$ cat config.mk
export PLATFORM = sky130hd
export DESIGN_NAME = ncp_seg
export DESIGN_NICKNAME = d
export VERILOG_FILES = /design/src/rtl/ncp_pkg.sv /design/src/rtl/ncp_seg.sv
export SDC_FILE = /design/constraint.sdc
export NUM_CORES = 2
export LEC_CHECK = 0
export ABC_CLOCK_PERIOD_IN_PS = 30200
export BUFFER_PORTS_ARGS = -buffer_cell sky130_fd_sc_hd__buf_4
export CAP_MARGIN = 20
export CORE_AREA = 2 2 446 448
export CTS_BUF_LIST = sky130_fd_sc_hd__clkbuf_4 sky130_fd_sc_hd__clkbuf_8 sky130_fd_sc_hd__clkbuf_16
export CTS_CLUSTER_SIZE = 25
export DETAILED_ROUTE_END_ITERATION = 8
export DIE_AREA = 0 0 448 450
export PLACE_DENSITY = 0.55
export SLEW_MARGIN = 10
export SYNTH_ARGS = -nofsm -noshare
export SYNTH_HDL_FRONTEND = slang
export SYNTH_SLANG_ARGS = --single-unit
$ cat constraint.sdc
create_clock -name clk -period 30.2 [get_ports clk]
set_clock_uncertainty 0.05 [all_clocks]
set_input_delay 3.02 -clock clk [delete_from_list [all_inputs] [get_ports clk]]
set_output_delay 3.02 -clock clk [all_outputs]
set_load 0.005 [all_outputs]
$ cat src/rtl/ncp_pkg.sv
`default_nettype none
package ncp_pkg;

    localparam int COORD_W = 24;
    localparam int DIFF_W  = 25;
    localparam int NUM_W   = 51;
    localparam int DEN_W   = 50;
    localparam int REM_W   = 52;
    localparam int QUO_W   = 25;

    localparam logic [1:0] OP_WR_POINT   = 2'd0;
    localparam logic [1:0] OP_WR_SEGMENT = 2'd1;
    localparam logic [1:0] OP_QUERY      = 2'd2;

    localparam logic [1:0] CFG_POINT_COUNT   = 2'd0;
    localparam logic [1:0] CFG_SEGMENT_COUNT = 2'd1;
    localparam logic [1:0] CFG_DEGEN_EPS     = 2'd2;

    typedef enum logic [3:0] {
        ST_IDLE,
        ST_PT_ISSUE,
        ST_PT_DATA,
        ST_SEG_ISSUE,
        ST_SEG_DATA,
        ST_SEG_WAIT,
        ST_ABS,
        ST_SQX,
        ST_SQY,
        ST_CMP,
        ST_FINISH
    } ncp_state_t;

    typedef enum logic [2:0] {
        SG_IDLE,
        SG_PREP,
        SG_MUL,
        SG_CMP,
        SG_DIV,
        SG_DONE
    } seg_state_t;

    typedef struct packed {
        logic               start;
        logic [COORD_W-1:0] sax;
        logic [COORD_W-1:0] say;
        logic [COORD_W-1:0] sbx;
        logic [COORD_W-1:0] sby;
        logic [COORD_W-1:0] qx;
        logic [COORD_W-1:0] qy;
        logic [7:0]         eps;
    } seg_req_t;

    typedef struct packed {
        logic               done;
        logic [COORD_W-1:0] cx;
        logic [COORD_W-1:0] cy;
    } seg_res_t;

    typedef struct packed {
        logic [REM_W-1:0] r;
        logic [QUO_W-1:0] q;
    } div_t;

    // One bit of floor(num * mag / den), most significant magnitude bit first.
    function automatic div_t div_step(div_t cur, logic [DEN_W-1:0] num,
                                      logic [DEN_W-1:0] den, logic mag_bit);
        div_t             nxt;
        logic [REM_W-1:0] den_ext;
        den_ext = {2'b00, den};
        nxt.r = {cur.r[REM_W-2:0], 1'b0};
        nxt.q = {cur.q[QUO_W-2:0], 1'b0};
        if (nxt.r >= den_ext)
        begin
            nxt.r = nxt.r - den_ext;
            nxt.q = nxt.q + QUO_W'(1);
        end
        if (mag_bit)
        begin
            nxt.r = nxt.r + {2'b00, num};
            if (nxt.r >= den_ext)
            begin
                nxt.r = nxt.r - den_ext;
                nxt.q = nxt.q + QUO_W'(1);
            end
        end
        return nxt;
    endfunction

endpackage
`default_nettype wire

$ cat src/rtl/ncp_seg.sv
`default_nettype none
module ncp_seg (
    input  wire logic              clk,
    input  wire logic              rst_n,
    input  wire ncp_pkg::seg_req_t req,
    output ncp_pkg::seg_res_t      res
);
    import ncp_pkg::*;

    seg_state_t state_reg, state_next;

    logic [COORD_W-1:0]       sax_reg, say_reg, sbx_reg, sby_reg;
    logic signed [DIFF_W-1:0] dx_reg, dy_reg, ux_reg, uy_reg;
    logic [7:0]               eps_reg;
    logic [2:0]               mul_k_reg;
    logic signed [2*DIFF_W-1:0] prod_reg;
    logic [NUM_W-1:0]         num_reg;
    logic [DEN_W-1:0]         den_reg;
    logic [4:0]               bit_reg;
    div_t                     divx_reg, divy_reg;
    logic [COORD_W-1:0]       cx_reg, cy_reg;

    logic signed [DIFF_W-1:0] mul_a, mul_b;
    logic [DIFF_W-1:0]        adx, ady;
    logic                     degen;
    div_t                     divx_nxt, divy_nxt;
    logic [DIFF_W-1:0]        offx_sum, offy_sum;

    assign adx   = dx_reg[DIFF_W-1] ? DIFF_W'(-dx_reg) : DIFF_W'(dx_reg);
    assign ady   = dy_reg[DIFF_W-1] ? DIFF_W'(-dy_reg) : DIFF_W'(dy_reg);
    assign degen = (adx <= {17'd0, eps_reg}) && (ady <= {17'd0, eps_reg});

    always_comb
    begin
        case (mul_k_reg)
            3'd0:
            begin
                mul_a = ux_reg;
                mul_b = dx_reg;
            end
            3'd1:
            begin
                mul_a = uy_reg;
                mul_b = dy_reg;
            end
            3'd2:
            begin
                mul_a = dx_reg;
                mul_b = dx_reg;
            end
            3'd3:
            begin
                mul_a = dy_reg;
                mul_b = dy_reg;
            end
            default:
            begin
                mul_a = '0;
                mul_b = '0;
            end
        endcase
    end

    assign divx_nxt = div_step(divx_reg, num_reg[DEN_W-1:0], den_reg, adx[bit_reg]);
    assign divy_nxt = div_step(divy_reg, num_reg[DEN_W-1:0], den_reg, ady[bit_reg]);
    assign offx_sum = dx_reg[DIFF_W-1] ? ({1'b0, sax_reg} - divx_nxt.q)
                                       : ({1'b0, sax_reg} + divx_nxt.q);
    assign offy_sum = dy_reg[DIFF_W-1] ? ({1'b0, say_reg} - divy_nxt.q)
                                       : ({1'b0, say_reg} + divy_nxt.q);

    always_comb
    begin
        state_next = state_reg;
        case (state_reg)
            SG_IDLE:
            begin
                if (req.start)
                begin
                    state_next = SG_PREP;
                end
            end
            SG_PREP:
            begin
                state_next = degen ? SG_DONE : SG_MUL;
            end
            SG_MUL:
            begin
                if (mul_k_reg == 3'd4)
                begin
                    state_next = SG_CMP;
                end
            end
            SG_CMP:
            begin
                if (num_reg[NUM_W-1] || (num_reg[DEN_W-1:0] > den_reg))
                begin
                    state_next = SG_DONE;
                end
                else
                begin
                    state_next = SG_DIV;
                end
            end
            SG_DIV:
            begin
                if (bit_reg == 5'd0)
                begin
                    state_next = SG_DONE;
                end
            end
            SG_DONE:
            begin
                state_next = SG_IDLE;
            end
            default:
            begin
                state_next = SG_IDLE;
            end
        endcase
    end

    always_comb
    begin
        res.done = (state_reg == SG_DONE);
        res.cx   = cx_reg;
        res.cy   = cy_reg;
    end

    always_ff @(posedge clk or negedge rst_n)
    begin
        if (!rst_n)
        begin
            state_reg <= SG_IDLE;
            mul_k_reg <= 3'd0;
            bit_reg   <= 5'd0;
        end
        else
        begin
            state_reg <= state_next;
            if (state_reg == SG_IDLE)
            begin
                mul_k_reg <= 3'd0;
                bit_reg   <= 5'd24;
            end
            else if (state_reg == SG_MUL)
            begin
                mul_k_reg <= mul_k_reg + 3'd1;
            end
            else if (state_reg == SG_DIV)
            begin
                bit_reg <= bit_reg - 5'd1;
            end
        end
    end

    always_ff @(posedge clk)
    begin
        case (state_reg)
            SG_IDLE:
            begin
                sax_reg <= req.sax;
                say_reg <= req.say;
                sbx_reg <= req.sbx;
                sby_reg <= req.sby;
                eps_reg <= req.eps;
                dx_reg  <= $signed({1'b0, req.sbx}) - $signed({1'b0, req.sax});
                dy_reg  <= $signed({1'b0, req.sby}) - $signed({1'b0, req.say});
                ux_reg  <= $signed({1'b0, req.qx}) - $signed({1'b0, req.sax});
                uy_reg  <= $signed({1'b0, req.qy}) - $signed({1'b0, req.say});
                num_reg <= '0;
                den_reg <= '0;
            end
            SG_PREP:
            begin
                cx_reg <= sax_reg;
                cy_reg <= say_reg;
            end
            SG_MUL:
            begin
                prod_reg <= mul_a * mul_b;
                if ((mul_k_reg == 3'd1) || (mul_k_reg == 3'd2))
                begin
                    num_reg <= num_reg + {prod_reg[2*DIFF_W-1], prod_reg};
                end
                else if ((mul_k_reg == 3'd3) || (mul_k_reg == 3'd4))
                begin
                    den_reg <= den_reg + prod_reg[DEN_W-1:0];
                end
            end
            SG_CMP:
            begin
                divx_reg <= '0;
                divy_reg <= '0;
                if (num_reg[NUM_W-1])
                begin
                    cx_reg <= sax_reg;
                    cy_reg <= say_reg;
                end
                else
                begin
                    cx_reg <= sbx_reg;
                    cy_reg <= sby_reg;
                end
            end
            SG_DIV:
            begin
                divx_reg <= divx_nxt;
                divy_reg <= divy_nxt;
                if (bit_reg == 5'd0)
                begin
                    cx_reg <= offx_sum[COORD_W-1:0];
                    cy_reg <= offy_sum[COORD_W-1:0];
                end
            end
            default:
            begin
            end
        endcase
    end

endmodule
`default_nettype wire

==> reports/qor.yml <==
outcome:
  status: "finished clean"
sta:
  hold_viol_final: 0
  slew_headroom_pct: 29.01
  drv_slew: 0
  fmax_mhz: 59.04
  period_needed_ns: 16.94
  setup_viol: 0
  rsz0062_at_grt: "false"
  finalCritPeriodShare_pct: 56.08
  worst_slew_pin_slew_ns: 1.051
  setup_tns_ns: 0
worst_setup_path:
  arrival_ns: 17.29
  required_ns: 30.56
  crit_top_cell: "o21ai_0"
  reg2reg_to: "cy_reg[22]"
  worstSetupStartpointType: "register"
  rr_startpoint: "den_reg[0]"
  max_stage_delay_ns: 0.75
  worstRegToRegCells: 59
  crit_path_top_delay_cell: "nor3_1"
  crit_fanout: 36
  reg2reg_setup_slack_ns: 13.26
  cp-end-kind: "register"
  critPathKind: "register to register"
clocking:
  clkTransAtPathRegs_ns: 0.06
  clock-sinks: 562
  clk_path_buf_depth: 3
  h-tree-depth: 3
  cts_resized: 0
  ctsHoldBuffers: 0
  cts_tree: "yes"
  cts_made_buffers: 75
  clk_latency_ns: 0.71
  cts_setup_buffers: 0
  cts_root_buf: "clkbuf_16"
die:
  io-pin-count: 204
  start_util_pct: 38.77
  row_count: 163
  die_width_um: 448
  dieArea_sq_um: 201600
  die_h_um: 450
  core_area_sq_um: 196600
place:
  dp_hpwl_um: 221500
  finalWeightedCongestion: 0.9969
  port_buffers: 203
  dpl_cell_area_sq_um: 80990
synth:
  ys.warnings.count: 0
  async_reset_ff_share_pct: 1.957
  synthCells: 8672
  syn-num-nets: 10260
  synthesis.area_sq_um: 76230
  synth_cell_types: 95
  ys_ff_latch: 562
  synth-seq-area-share_pct: 22.07
  synth_ff_type: "edfxtp_1"
  synth_edf_count: 551
  syn_area_per_cell_sq_um: 8.791
global_route:
  antenna_found_initial: 13
  grt_pass1_vias: 65640
  grt_max_degree: 82
  grt_usage_pct: 26.81
  grt_first_pass_wirelength_um: 409100
  grt-ovfl-total: 0
detailed_routing:
  drtPass1Iterations: 5
  routed_wirelength_um: 274000
  antenna_left: 0
  first_iter_violations: 5323
  wl_per_cell_um: 23.90
  drc: 0
  via_per_inst: 5.741
  vias: 65820
worst_hold_path:
  whs_path_depth: 1
  hp-class: "register to register"
  worstHoldEndpoint: "cx_reg[4]"
  hp-start: "sbx_reg[4]"
layout:
  design_area_sq_um: 83410
  synthToLayoutAreaGrowth_pct: 9.418
  utilization_pct: 42.43
  drive_above_1_share_pct: 6.392
  nets: 10360
  diodes: 0
flow_run:
  drv_cap: 0
## metrics by stage
stage	setup slack, ns	hold WS [ns]	std cells
2_1_floorplan	17.52	0.4625	8672
3_3_place_gp	14.24	0.4982	11330
3_5_place_dp	13.78	0.4878	11330
4_1_cts	13.65	0.4917	11460
5_1_grt	12.47	0.5182	11460
6_report	13.26	0.4944	11460
## Yosys cell counts, types with 15 or more instances
cell      instances  area share, %
and2_1           52           0.43
ha_1            761             12
xnor2_1         349            4.0
or4_1            20           0.20
a221o_1          43           0.56
nand2_1         931            4.6
nor2_1          821            4.0
nand3_1         142           0.93
edfxtp_1        551             22
a31oi_1          47           0.39
nor4_1           22           0.18
a221oi_1         32           0.37
a21oi_1         555            3.6
a211oi_1        106            1.0
mux2i_1          28           0.37
o21a_1           71           0.70
and4_1           19           0.22
nand4_1          72           0.59
a31o_2           15           0.17
o211ai_1         56           0.55
buf_1            22           0.11
or2_2            35           0.29
and3_1           71           0.58
o21ai_0         530            3.5
a21o_1          245            2.4
o21bai_1         82           0.81
inv_1           935            4.6
or3_1            57           0.47
o31ai_1          50           0.49
clkbuf_1        278            1.4
nor3_1          127           0.83
a21boi_0         53           0.52
xor2_1          254            2.9
nand2b_1         92           0.75
a22o_1           51           0.59
fa_1            673             18
a311oi_1         20           0.23
nor2b_1          84           0.69
a22oi_1          61           0.60
## final cells by class
class                      count  area [sq um]
clock buffer                  96          2071
clock inverter                38         349.1
fill                       19560        113200
inverter                     938          3521
multi-input combinational   6865         54880
sequential                   562         16820
tap                         2640          3303
timing repair buffer         325          2462
## layout by cell type (no fill, tap or decap), types with 60 or more instances in the layout
cell and count:
xnor2_1 349, a211oi_1 106, ha_1 761, o21bai_1 82
nand3_1 142, nand2_1 924, clkbuf_16 76, a22oi_1 60
a21o_1 245, xor2_1 254, nor2_1 819, edfxtp_1 551
a21oi_1 552, o21ai_0 530, and3_1 71, nor2b_1 81
inv_1 934, o21a_1 71, nand2b_1 92, buf_4 323
nand4_1 72, fa_1 673, nor3_1 127
## how the worst max path moves through the flow
stage,start,end,depth (start not counted)
2_1_floorplan,den_reg[0],cy_reg[22],63
3_3_place_gp,den_reg[0],cy_reg[22],60
3_5_place_dp,den_reg[0],cy_reg[22],60
4_1_cts,den_reg[0],cy_reg[22],60
5_1_grt,den_reg[0],cy_reg[22],59
6_report,den_reg[0],cy_reg[22],59
## metal layers
| metal | routed length (um) | vias to the layer above | track usage (%) |
|---|---|---|---|
| met5 | 61 | - | 0 |
| met2 | 130200 | 2190 | 44.98 |
| met3 | 16790 | 527 | 3.746 |
| met4 | 12900 | 8 | 10.92 |
| li1 | - | 30410 | - |
| met1 | 114100 | 32680 | 34.58 |
## critical path: cells and delay by family, from the launching register on
kind	cells	cell delay, ns
AOI/OAI and AO/OA	34	9.36
xor gates and xnor gates	4	1.01
adders and majority gates	5	1.87
buffers and inverters	3	0.55
DFF	1	0.49
muxes	1	0.36
and+or+nand+nor	12	2.93
## cells by family (layout without fill, tap and decap cells)
logic type / count (synthesis) / count (layout) / share of synthesized area, %
AND/OR/NAND/NOR: 2598 / 2598 / 15.40
AO/OA/AOI/OAI: 2183 / 2183 / 18.55
adder cells (fa/ha/maj): 1434 / 1434 / 30.16
buffers and inverters: 1245 / 1397 / 6.153
XOR/XNOR: 604 / 604 / 6.957
flip-flops: 562 / 562 / 22.07
multiplexers: 46 / 46 / 0.7074
Power is not shown: default switching activity piles up to over one toggle a cycle in this logic, so the estimate is an artifact.
